**config.mk**
```make
export PLATFORM = sky130hd
export DESIGN_NAME = annexb_access_unit_checker_top
export DESIGN_NICKNAME = d
export VERILOG_FILES = /design/src/hdl/acu_pkg.sv /design/src/hdl/acu_front.sv /design/src/hdl/acu_queue.sv /design/src/hdl/acu_back.sv /design/src/hdl/annexb_access_unit_checker_top.sv
export SDC_FILE = /design/constraint.sdc
export NUM_CORES = 1
export LEC_CHECK = 0
export ABC_AREA = 1
export BUFFER_PORTS_ARGS = -buffer_cell sky130_fd_sc_hd__buf_4
export CAP_MARGIN = 20
export CELL_PAD_IN_SITES_DETAIL_PLACEMENT = 1
export CELL_PAD_IN_SITES_GLOBAL_PLACEMENT = 1
export CORE_MARGIN = 1.5
export CORE_UTILIZATION = 48
export CTS_BUF_LIST = sky130_fd_sc_hd__clkbuf_4 sky130_fd_sc_hd__clkbuf_8 sky130_fd_sc_hd__clkbuf_16
export DETAILED_ROUTE_END_ITERATION = 10
export PLACE_DENSITY_LB_ADDON = 0.25
export SYNTH_ARGS = -nofsm -noshare
export SYNTH_HDL_FRONTEND = slang
export SYNTH_SLANG_ARGS = --single-unit
```
**constraint.sdc**
```tcl
create_clock -name i_clk -period 7.85 [get_ports i_clk]
set_input_delay 1.57 -clock i_clk [delete_from_list [all_inputs] [get_ports i_clk]]
set_output_delay 1.57 -clock i_clk [all_outputs]
set_load 0.01 [all_outputs]
```
**src/hdl/acu_pkg.sv**
```systemverilog
`default_nettype none
package acu_pkg;

    // Largest access unit, in bytes, before a framing error is reported.
    localparam int MAX_AU_BYTES = 1048576;
    localparam int CNT_W        = $clog2(MAX_AU_BYTES + 2);
    localparam int NALS_W       = 19;
    localparam logic [NALS_W-1:0] NAL_MAX = '1;

    // Error codes reported with each access unit.
    typedef logic [3:0] t_err;
    localparam t_err ERR_OK    = 4'd0;
    localparam t_err ERR_FRAME = 4'd1;
    localparam t_err ERR_HDR   = 4'd2;
    localparam t_err ERR_LAYER = 4'd3;
    localparam t_err ERR_TRUNC = 4'd4;
    localparam t_err ERR_CRA   = 4'd5;
    localparam t_err ERR_TYPE  = 4'd6;
    localparam t_err ERR_PART  = 4'd7;
    localparam t_err ERR_PIC   = 4'd8;
    localparam t_err ERR_IDR   = 4'd9;
    localparam t_err ERR_PSET  = 4'd10;
    localparam t_err ERR_SEQ   = 4'd11;

    // One classified byte, passed from the front end to the checker.
    // win[0] is the oldest byte of the window, win[3] the byte just taken.
    typedef struct packed {
        logic [3:0][7:0] win;
        logic [1:0]      k_cl;      // unit position of win[3] byte, clipped at 3
        logic            start;
        logic            last;
        logic            hevc;
        logic            claims;
        logic [63:0]     seq;
        logic            oversize;
    } t_job;

endpackage
`default_nettype wire

```
**src/hdl/acu_front.sv**
```systemverilog
`default_nettype none
module acu_front (
    input  wire logic            i_clk,
    input  wire logic            i_rst_n,
    input  wire logic            i_valid,
    output logic                 o_ready,
    input  wire logic [7:0]      i_data,
    input  wire logic            i_first_byte,
    input  wire logic            i_last_byte,
    input  wire logic            i_is_hevc,
    input  wire logic            i_claims_idr,
    input  wire logic [63:0]     i_sequence_req,
    input  wire logic            i_q_full,
    output logic                 o_push,
    output acu_pkg::t_job        o_job
);

    logic [2:0][7:0]             r_look;
    logic [acu_pkg::CNT_W-1:0]   r_count;
    logic                        r_idle;
    logic [acu_pkg::CNT_W-1:0]   cnt;
    logic [acu_pkg::CNT_W-1:0]   n_count;
    logic                        start;

    assign o_ready = !i_q_full;
    assign o_push  = i_valid && !i_q_full;

    // Position of this byte within the unit and the saturating byte count.
    always_comb begin
        start   = i_first_byte || r_idle;
        cnt     = start ? '0 : r_count;
        n_count = (cnt <= acu_pkg::CNT_W'(acu_pkg::MAX_AU_BYTES)) ? cnt + 1'b1 : cnt;
    end

    // Build the job that the checker consumes.
    always_comb begin
        o_job.win      = {i_data, r_look[2], r_look[1], r_look[0]};
        o_job.k_cl     = (cnt >= acu_pkg::CNT_W'(3)) ? 2'd3 : cnt[1:0];
        o_job.start    = start;
        o_job.last     = i_last_byte;
        o_job.hevc     = i_is_hevc;
        o_job.claims   = i_claims_idr;
        o_job.seq      = i_sequence_req;
        o_job.oversize = n_count > acu_pkg::CNT_W'(acu_pkg::MAX_AU_BYTES);
    end

    // Lookahead window and unit tracking advance on every transfer.
    always_ff @(posedge i_clk) begin
        if (!i_rst_n) begin
            r_look  <= '0;
            r_count <= '0;
            r_idle  <= 1'b1;
        end else if (o_push) begin
            r_look  <= {i_data, r_look[2], r_look[1]};
            r_count <= n_count;
            r_idle  <= i_last_byte;
        end
    end

endmodule
`default_nettype wire

```
**src/hdl/acu_queue.sv**
```systemverilog
`default_nettype none
module acu_queue (
    input  wire logic            i_clk,
    input  wire logic            i_rst_n,
    input  wire logic            i_push,
    input  acu_pkg::t_job        i_job,
    output logic                 o_full,
    input  wire logic            i_pop,
    output logic                 o_valid,
    output acu_pkg::t_job        o_job
);

    acu_pkg::t_job r_mem [4];
    logic [1:0]    r_wp;
    logic [1:0]    r_rp;
    logic [2:0]    r_cnt;

    assign o_full  = r_cnt == 3'd4;
    assign o_valid = r_cnt != 3'd0;
    assign o_job   = r_mem[r_rp];

    // Storage is written at the tail.
    always_ff @(posedge i_clk) begin
        if (i_push) begin
            r_mem[r_wp] <= i_job;
        end
    end

    // Pointers and fill level.
    always_ff @(posedge i_clk) begin
        if (!i_rst_n) begin
            r_wp  <= '0;
            r_rp  <= '0;
            r_cnt <= '0;
        end else begin
            if (i_push) begin
                r_wp <= r_wp + 1'b1;
            end
            if (i_pop) begin
                r_rp <= r_rp + 1'b1;
            end
            r_cnt <= r_cnt + {2'b0, i_push} - {2'b0, i_pop};
        end
    end

endmodule
`default_nettype wire

```
**src/hdl/acu_back.sv**
```systemverilog
`default_nettype none
module acu_back (
    input  wire logic            i_clk,
    input  wire logic            i_rst_n,
    input  wire logic            i_q_valid,
    input  acu_pkg::t_job        i_job,
    output logic                 o_pop,
    output logic                 o_valid,
    input  wire logic            i_ready,
    output logic [3:0]           o_error,
    output logic [18:0]          o_nal_count,
    output logic [1:0]           o_picture_count,
    output logic                 o_has_vps,
    output logic                 o_has_sps,
    output logic                 o_has_pps,
    output logic                 o_has_idr,
    output logic                 o_has_vcl
);

    typedef enum logic [3:0] {
        PH_IDLE   = 4'b0001,
        PH_START  = 4'b0010,
        PH_PREFIX = 4'b0100,
        PH_BODY   = 4'b1000
    } t_phase;

    typedef struct packed {
        logic [1:0]                   len;
        logic [2:0][7:0]              hdr;
        t_phase                       phase;
        acu_pkg::t_err                ferr;
        logic [4:0]                   flags;
        logic [1:0]                   pics;
        logic [acu_pkg::NALS_W-1:0]   nals;
    } t_pstate;

    localparam logic [4:0] F_VPS = 5'b00001;
    localparam logic [4:0] F_SPS = 5'b00010;
    localparam logic [4:0] F_PPS = 5'b00100;
    localparam logic [4:0] F_IDR = 5'b01000;
    localparam logic [4:0] F_VCL = 5'b10000;

    // Steps of one job: window position 0, positions 1 to 3 at the unit end,
    // the closing NAL and the unit verdict.
    localparam logic [2:0] S_POS0   = 3'd0;
    localparam logic [2:0] S_FINISH = 3'd4;
    localparam logic [2:0] S_RESULT = 3'd5;

    // Checks a completed NAL header and collects its flags and counts.
    function automatic t_pstate finish_nal(t_pstate s, logic hevc);
        t_pstate    r;
        logic [5:0] t6;
        logic [4:0] t5;
        logic [4:0] add;
        logic       pic;
        logic       fail;
        r    = s;
        add  = '0;
        pic  = 1'b0;
        fail = 1'b1;
        t6   = s.hdr[0][6:1];
        t5   = s.hdr[0][4:0];
        if ((hevc && s.len < 2'd2) || (!hevc && s.len == 2'd0) || s.hdr[0][7]) begin
            r.ferr = acu_pkg::ERR_HDR;
        end else if (hevc) begin
            if (s.hdr[0][0] || s.hdr[1][7:3] != 5'd0 || s.hdr[1][2:0] == 3'd0) begin
                r.ferr = acu_pkg::ERR_LAYER;
            end else if (t6 <= 6'd31 && s.len < 2'd3) begin
                r.ferr = acu_pkg::ERR_TRUNC;
            end else if (t6 >= 6'd16 && t6 <= 6'd23 && t6 != 6'd19 && t6 != 6'd20) begin
                r.ferr = acu_pkg::ERR_CRA;
            end else begin
                fail = 1'b0;
                if (t6 <= 6'd31) begin
                    add = add | F_VCL;
                    pic = s.hdr[2][7];
                end
                if (t6 == 6'd32) add = add | F_VPS;
                if (t6 == 6'd33) add = add | F_SPS;
                if (t6 == 6'd34) add = add | F_PPS;
                if (t6 == 6'd19 || t6 == 6'd20) add = add | F_IDR;
            end
        end else begin
            if (t5 == 5'd0 || t5 >= 5'd24) begin
                r.ferr = acu_pkg::ERR_TYPE;
            end else if ((t5 == 5'd1 || t5 == 5'd5) && s.len < 2'd2) begin
                r.ferr = acu_pkg::ERR_TRUNC;
            end else if (t5 >= 5'd2 && t5 <= 5'd4) begin
                r.ferr = acu_pkg::ERR_PART;
            end else begin
                fail = 1'b0;
                if (t5 == 5'd1 || t5 == 5'd5) begin
                    add = add | F_VCL;
                    pic = s.hdr[1][7];
                end
                if (t5 == 5'd7) add = add | F_SPS;
                if (t5 == 5'd8) add = add | F_PPS;
                if (t5 == 5'd5) add = add | F_IDR;
            end
        end
        if (!fail) begin
            r.flags = s.flags | add;
            if (pic && s.pics < 2'd2) r.pics = s.pics + 1'b1;
            if (s.nals != acu_pkg::NAL_MAX) r.nals = s.nals + 1'b1;
        end
        return r;
    endfunction

    // Judges one window position: start code, prefix or NAL byte.
    function automatic t_pstate judge(t_pstate s, logic [3:0][7:0] w, logic [1:0] j,
                                      logic hevc);
        t_pstate    r;
        logic       sc3;
        logic       sc4;
        logic [1:0] plen;
        r    = s;
        sc3  = (j <= 2'd1) && w[j] == 8'd0 && w[j + 2'd1] == 8'd0 && w[j + 2'd2] == 8'd1;
        sc4  = (j == 2'd0) && w[0] == 8'd0 && w[1] == 8'd0 && w[2] == 8'd0 && w[3] == 8'd1;
        plen = sc3 ? 2'd2 : 2'd3;
        if (s.ferr != acu_pkg::ERR_OK) begin
            r = s;
        end else if (s.phase == PH_PREFIX) begin
            if (s.len != 2'd0) r.len = s.len - 1'b1;
            if (r.len == 2'd0) r.phase = PH_BODY;
        end else if (s.phase == PH_START) begin
            if (!(sc3 || sc4)) begin
                r.ferr = acu_pkg::ERR_FRAME;
            end else begin
                r.len   = plen;
                r.phase = PH_PREFIX;
            end
        end else if (sc3 || sc4) begin
            r = finish_nal(s, hevc);
            if (r.ferr == acu_pkg::ERR_OK) begin
                r.len   = plen;
                r.phase = PH_PREFIX;
            end
        end else if (s.len < 2'd3) begin
            r.hdr[s.len] = w[j];
            r.len        = s.len + 1'b1;
        end
        return r;
    endfunction

    t_pstate        r_ps;
    t_pstate        eff;
    t_pstate        n_ps;
    logic [2:0]     r_step;
    logic [2:0]     n_step;
    logic [63:0]    r_prev;
    logic           r_idr_need;
    logic           r_ov;
    logic [1:0]     jstart;
    logic           out_free;
    logic           advance;
    logic           load;
    acu_pkg::t_err  err;
    logic           idr;

    assign out_free = !r_ov || i_ready;
    assign advance  = i_q_valid && (r_step != S_RESULT || out_free);
    assign load     = advance && r_step == S_RESULT;
    assign o_pop    = advance && ((r_step == S_POS0 && !i_job.last) || r_step == S_RESULT);
    assign o_valid  = r_ov;

    // Unit state seen by this step; a new unit starts from cleared counters.
    always_comb begin
        eff = r_ps;
        if (r_step == S_POS0 && i_job.start) begin
            eff.len   = 2'd0;
            eff.phase = PH_START;
            eff.ferr  = acu_pkg::ERR_OK;
            eff.flags = '0;
            eff.pics  = '0;
            eff.nals  = '0;
        end
    end

    // One judgement or check per cycle; empty queue or held result stalls it.
    always_comb begin
        jstart = (i_job.k_cl == 2'd3) ? 2'd1 : 2'd3 - i_job.k_cl;
        n_ps   = eff;
        n_step = r_step + 1'b1;
        unique case (r_step)
            S_POS0: begin
                if (i_job.k_cl == 2'd3) n_ps = judge(eff, i_job.win, 2'd0, i_job.hevc);
                if (!i_job.last) n_step = S_POS0;
            end
            3'd1, 3'd2, 3'd3: begin
                if (r_step[1:0] >= jstart) begin
                    n_ps = judge(eff, i_job.win, r_step[1:0], i_job.hevc);
                end
            end
            S_FINISH: begin
                if (eff.ferr == acu_pkg::ERR_OK && eff.phase == PH_BODY) begin
                    n_ps = finish_nal(eff, i_job.hevc);
                end
            end
            S_RESULT: begin
                n_ps.phase = PH_IDLE;
                n_step     = S_POS0;
            end
            default: begin
                n_step = S_POS0;
            end
        endcase
    end

    // Unit verdict in priority order.
    always_comb begin
        idr = (r_ps.flags & F_IDR) != 5'd0;
        err = r_ps.ferr;
        if (i_job.oversize) begin
            err = acu_pkg::ERR_FRAME;
        end else if (err == acu_pkg::ERR_OK) begin
            priority if ((r_ps.flags & F_VCL) == 5'd0 || r_ps.pics != 2'd1
                         || idr != i_job.claims) begin
                err = acu_pkg::ERR_PIC;
            end else if (r_idr_need && !idr) begin
                err = acu_pkg::ERR_IDR;
            end else if (idr && ((r_ps.flags & F_SPS) == 5'd0 || (r_ps.flags & F_PPS) == 5'd0
                         || (i_job.hevc && (r_ps.flags & F_VPS) == 5'd0))) begin
                err = acu_pkg::ERR_PSET;
            end else if (i_job.seq != r_prev + 64'd1) begin
                err = acu_pkg::ERR_SEQ;
            end else begin
                err = acu_pkg::ERR_OK;
            end
        end
    end

    // Parser state and sequence history.
    always_ff @(posedge i_clk) begin
        if (!i_rst_n) begin
            r_ps.len   <= '0;
            r_ps.phase <= PH_IDLE;
            r_ps.ferr  <= acu_pkg::ERR_OK;
            r_ps.flags <= '0;
            r_ps.pics  <= '0;
            r_ps.nals  <= '0;
            r_step     <= S_POS0;
            r_prev     <= '0;
            r_idr_need <= 1'b1;
        end else if (advance) begin
            r_ps.len   <= n_ps.len;
            r_ps.phase <= n_ps.phase;
            r_ps.ferr  <= n_ps.ferr;
            r_ps.flags <= n_ps.flags;
            r_ps.pics  <= n_ps.pics;
            r_ps.nals  <= n_ps.nals;
            r_step     <= n_step;
            if (load && err == acu_pkg::ERR_OK) begin
                r_prev     <= i_job.seq;
                r_idr_need <= 1'b0;
            end
        end
        if (advance) begin
            r_ps.hdr <= n_ps.hdr;
        end
    end

    // Result register; the next unit keeps parsing while it waits.
    always_ff @(posedge i_clk) begin
        if (!i_rst_n) begin
            r_ov <= 1'b0;
        end else if (load) begin
            r_ov <= 1'b1;
        end else if (i_ready) begin
            r_ov <= 1'b0;
        end
    end

    always_ff @(posedge i_clk) begin
        if (load) begin
            o_error         <= err;
            o_nal_count     <= r_ps.nals;
            o_picture_count <= r_ps.pics;
            o_has_vps       <= r_ps.flags[0];
            o_has_sps       <= r_ps.flags[1];
            o_has_pps       <= r_ps.flags[2];
            o_has_idr       <= r_ps.flags[3];
            o_has_vcl       <= r_ps.flags[4];
        end
    end

endmodule
`default_nettype wire

```
**src/hdl/annexb_access_unit_checker_top.sv**
```systemverilog
`default_nettype none
// Checks one H.264 or HEVC Annex-B access unit per run of bytes and returns one
// verdict transfer after the byte marked last. Bytes are taken one per cycle
// into a four-entry queue while it has room; the checker handles each ordinary
// byte at window position 0 and, on the last byte of a unit, also the three
// trailing window positions, the closing NAL and the unit verdict. The queue and
// the result register let input and output stall independently.
module annexb_access_unit_checker_top (
    input  wire logic        i_clk,
    input  wire logic        i_rst_n,
    input  wire logic        i_valid,
    output logic             o_ready,
    input  wire logic [7:0]  i_data,
    input  wire logic        i_first_byte,
    input  wire logic        i_last_byte,
    input  wire logic        i_is_hevc,
    input  wire logic        i_claims_idr,
    input  wire logic [63:0] i_sequence_req,
    output logic             o_valid,
    input  wire logic        i_ready,
    output logic [3:0]       o_error,
    output logic [18:0]      o_nal_count,
    output logic [1:0]       o_picture_count,
    output logic             o_has_vps,
    output logic             o_has_sps,
    output logic             o_has_pps,
    output logic             o_has_idr,
    output logic             o_has_vcl
);

    acu_pkg::t_job push_job;
    acu_pkg::t_job head_job;
    logic          push;
    logic          q_full;
    logic          q_valid;
    logic          pop;

    // Front end: lookahead window and byte position.
    acu_front u_front (
        .i_clk          (i_clk),
        .i_rst_n        (i_rst_n),
        .i_valid        (i_valid),
        .o_ready        (o_ready),
        .i_data         (i_data),
        .i_first_byte   (i_first_byte),
        .i_last_byte    (i_last_byte),
        .i_is_hevc      (i_is_hevc),
        .i_claims_idr   (i_claims_idr),
        .i_sequence_req (i_sequence_req),
        .i_q_full       (q_full),
        .o_push         (push),
        .o_job          (push_job)
    );

    // Decoupling queue.
    acu_queue u_queue (
        .i_clk   (i_clk),
        .i_rst_n (i_rst_n),
        .i_push  (push),
        .i_job   (push_job),
        .o_full  (q_full),
        .i_pop   (pop),
        .o_valid (q_valid),
        .o_job   (head_job)
    );

    // Parser and unit checks.
    acu_back u_back (
        .i_clk           (i_clk),
        .i_rst_n         (i_rst_n),
        .i_q_valid       (q_valid),
        .i_job           (head_job),
        .o_pop           (pop),
        .o_valid         (o_valid),
        .i_ready         (i_ready),
        .o_error         (o_error),
        .o_nal_count     (o_nal_count),
        .o_picture_count (o_picture_count),
        .o_has_vps       (o_has_vps),
        .o_has_sps       (o_has_sps),
        .o_has_pps       (o_has_pps),
        .o_has_idr       (o_has_idr),
        .o_has_vcl       (o_has_vcl)
    );

    // A reported code is always one of the defined errors.
    a_err_range: assert property (@(posedge i_clk) disable iff (!i_rst_n)
        o_valid |-> o_error <= acu_pkg::ERR_SEQ)
        else $error("error code out of range");

    // A clean unit always holds exactly one picture with slice data.
    a_ok_pic: assert property (@(posedge i_clk) disable iff (!i_rst_n)
        (o_valid && o_error == acu_pkg::ERR_OK) |-> (o_has_vcl && o_picture_count == 2'd1))
        else $error("clean unit without a single picture");

    // The picture count saturates at two.
    a_pic_sat: assert property (@(posedge i_clk) disable iff (!i_rst_n)
        o_valid |-> o_picture_count != 2'd3)
        else $error("picture count beyond saturation");

endmodule
`default_nettype wire

```
==> results.txt <==
RR Endpoint: u_back.r_prev[45]
Top cells by count, synth: nand2_1, nor2_1, edfxtp_1
Gr busiest metal: met2
Synth unique cells: 51
Routability Congestion: 0.964
Clk pin slew, worst setup/hold paths: 0.06 ns
Post-Layout Cell Count: 4,787
Async set-or-reset flop fraction in the synthesized netlist: 0%
Post-route minimum period: 5.46 ns
Post-Synthesis Cells: 3,802
Yosys warns: 0
Cell with the most instances after synthesis: nand2_1
Initial core utilization: 48.5%
Met3 usage: 3.97%
VDD IR-drop max: 241 uV
Post-synth top area share: 44.2%
Total wire length: 99,900 um
M1 GR Usage: 39.9%
Status: finished, final reports clean
Unrepaired setup endpoints after global routing: no
Delay-heaviest family, CP: simple AND/OR/NAND/NOR gates
Area Growth Syn to Fin: 12.8%
First-pass GRT wire length: 156,000 um
Post-CTS sizing: 0
Area leader, netlist: edfxtp_1
Relative slew slack: 30.5%
Hold Path Sink: u_back.o_nal_count[17]
Worst Setup Path Type: register to register
Final Hold Fails: 0
Gr ovfl total: 0
Mean post-synth cell area: 8.20 um2
Placed Cells: 4,652
Worst setup SP type: register
CTS H-Tree Depth: 3
Final HPWL DP: 67,700 um
Pins Over Slew Limit: 0
Latest clock arrival within the worst-skew pair: 0.65 ns
Die Area: 0.0665 mm2
Post-Syn Nets: 3,900
Cell Chain, Critical Path: inv_4, buf_4, nand3_1, nand2_1, nand2_1, nand3_1, nand2_1, nor2_1, nand3_1, nor2_1, nand2_1, nor2_1, nand3_1, nor2_1, nand4_1, a21oi_4, buf_4, nand3_1, nor2_1, nor2_1
# rows: 93
Synthesis-stage register bit count: 619
Worst path slowest cell: inv_4
CTS tree: built
Top FF cell, synth: edfxtp_1
CTS buffer count: 71
CTS sink count: 619
Vias in the first global route: 27,900
Worst-margin pin slew: 1.04 ns
Hold/Removal Path Class: register to register
CTS root buffer: clkbuf_16
IO buf count: 111
Initial antenna violation count: 2
Die height: 258 um
Vias/cell: 5.65
Max-Cap Viols: 0
Sequential area share after synthesis: 54.5%
Grt met2 use: 51.1%
CP Capture Type: register
Critical path data required time: 8.37 ns
Cells on Worst Hold Path: 0
Final TNS setup: 0 ns
GR Util All Layers: 30.1%
Top Ports: 112
Core Region: 0.0643 mm2
WP data arrival: 5.98 ns
Max incr delay on CP: 0.68 ns
Part of the cycle the worst path needs: 69.5%
Layout cells sized above 1: 7.71%
Max Buffers Root-to-Sink: 3
Worst r2r path cells: 20
Worst Path Max Fanout: 65
Hold-fix buffers, CTS: 0
Via count: 27,100
Pwr/cell area: 338 mW/mm2
DRC errors left: 0
Largest net degree at the start of global routing: 170
Final setup viols: 0
First-pass detailed-route iteration total: 5
Most numerous cell on the critical path: nor2_1
# nets final: 3,969
Min-delay src: u_back.r_ps[17]
Post-synth EDFFs: 459
Mapped Area: 0.0312 mm2
Die width: 258 um
Reg2Reg Setup Slack: 2.39 ns
Fmax: 183 MHz
Routed length per instance: 20.9 um
1st-iter DRT viols: 2,240
CP Buf/Inv Count: 3
Antenna viol nets, final: 0
Top cells by area, synth: edfxtp_1, nand2_1, dfxtp_1
Leakage power figure: 14.4 nW
Post-CTS setup buffers: 0
Skew final: 0.0375 ns
==> state kept, by name, indices dropped and copies added, names as in the netlist, 2 cells and up, named ones only <==
signal,count
u_back.o_picture_count,2
u_queue.r_mem,412
u_queue.r_cnt,3
u_back.o_nal_count,19
u_queue.r_wp,2
u_queue.r_rp,2
u_back.r_prev,64
u_back.r_step,3
u_back.r_ps,35
u_back.o_error,4
u_front.r_count,21
u_back.eff,17
u_front.o_job,24
==> cell usage in the layout, fill, tap and decap left out, drive strengths merged, types with 43 or more instances in the layout <==
cell | netlist | routed
nand4 | 101 | 101
inv | 393 | 399
nor3 | 43 | 43
buf | 89 | 142
a21oi | 114 | 114
clkbuf | 57 | 90
nor2 | 478 | 478
o21ai | 187 | 187
nand2 | 1205 | 1205
nand3 | 332 | 332
dfxtp | 160 | 160
edfxtp | 459 | 459
==> area by class of cell <==
cell class,count,area [um2]
Fill cell,7669,29200
Sequential cell,619,17000
Multi-Input combinational cell,2638,12100
Clock buffer,90,1970
Inverter,399,1510
Timing Repair Buffer,142,1110
Tap cell,855,1070
Clock inverter,42,470
Antenna cell,2,5.00
==> kinds of logic after synthesis <==
| group | share of synthesized area, % |
|---|---|
| simple gates | 29.2 |
| flops | 54.5 |
| buf+inv | 7.03 |
| compound gates | 7.21 |
| xor+xnor | 1.33 |
| fa+ha+maj | 0.746 |
==> report_power, final <==
part	switching [W]	leakage, nW	internal, W	total (W)
Combinational	0.00315	7.64	0.00111	0.00426
Sequential	0.000252	5.55	0.00398	0.00423
Clock	0.00143	1.20	0.00198	0.00341
Total	0.00483	14.4	0.00706	0.0119
==> per-stage QoR <==
stage | power [W] | utilization [%] | setup slack [ns] | area [um2] | hold WS [ns]
after floorplan | 0.00709 | - | 0.946 | 31200 | 0.425
after global placement | 0.00830 | 50.9 | 2.59 | 32700 | 0.442
after detailed placement | 0.00843 | 50.9 | 2.49 | 32700 | 0.448
after CTS | 0.0119 | 54.7 | 2.46 | 35200 | 0.460
after global routing | 0.0126 | 54.7 | 1.94 | 35200 | 0.475
final | 0.0119 | 54.7 | 2.39 | 35200 | 0.462
==> worst register-to-register path: cells and delay by family, from the launching register on <==
family | cells | cell delay (ns)
AND/OR/NAND/NOR | 16 | 2.82
AO/OA/AOI/OAI | 1 | 0.53
flip-flops | 1 | 0.49
buffers and inverters | 3 | 1.53
==> per-layer routing <==
layer / routed length (um) / vias up
li1: - / 12800
met1: 43000 / 13400
met2: 48700 / 757
met3: 5540 / 177
met4: 2700 / 0
met5: 0 / -
==> worst max path at each step <==
stage	start	end	slack (ns)	depth (start not counted)
finish	register	u_back.r_prev[45]	2.39	20
global route	register	u_back.r_prev[45]	1.94	21
CTS	register	u_back.r_prev[45]	2.46	20
detailed placement	register	u_back.r_prev[57]	2.49	20
global placement	i_first_byte	u_queue.r_mem[0][0]	2.59	18
floorplan	i_valid	u_queue.r_mem[0][0]	0.95	4
(Power assumes the default switching activity.)
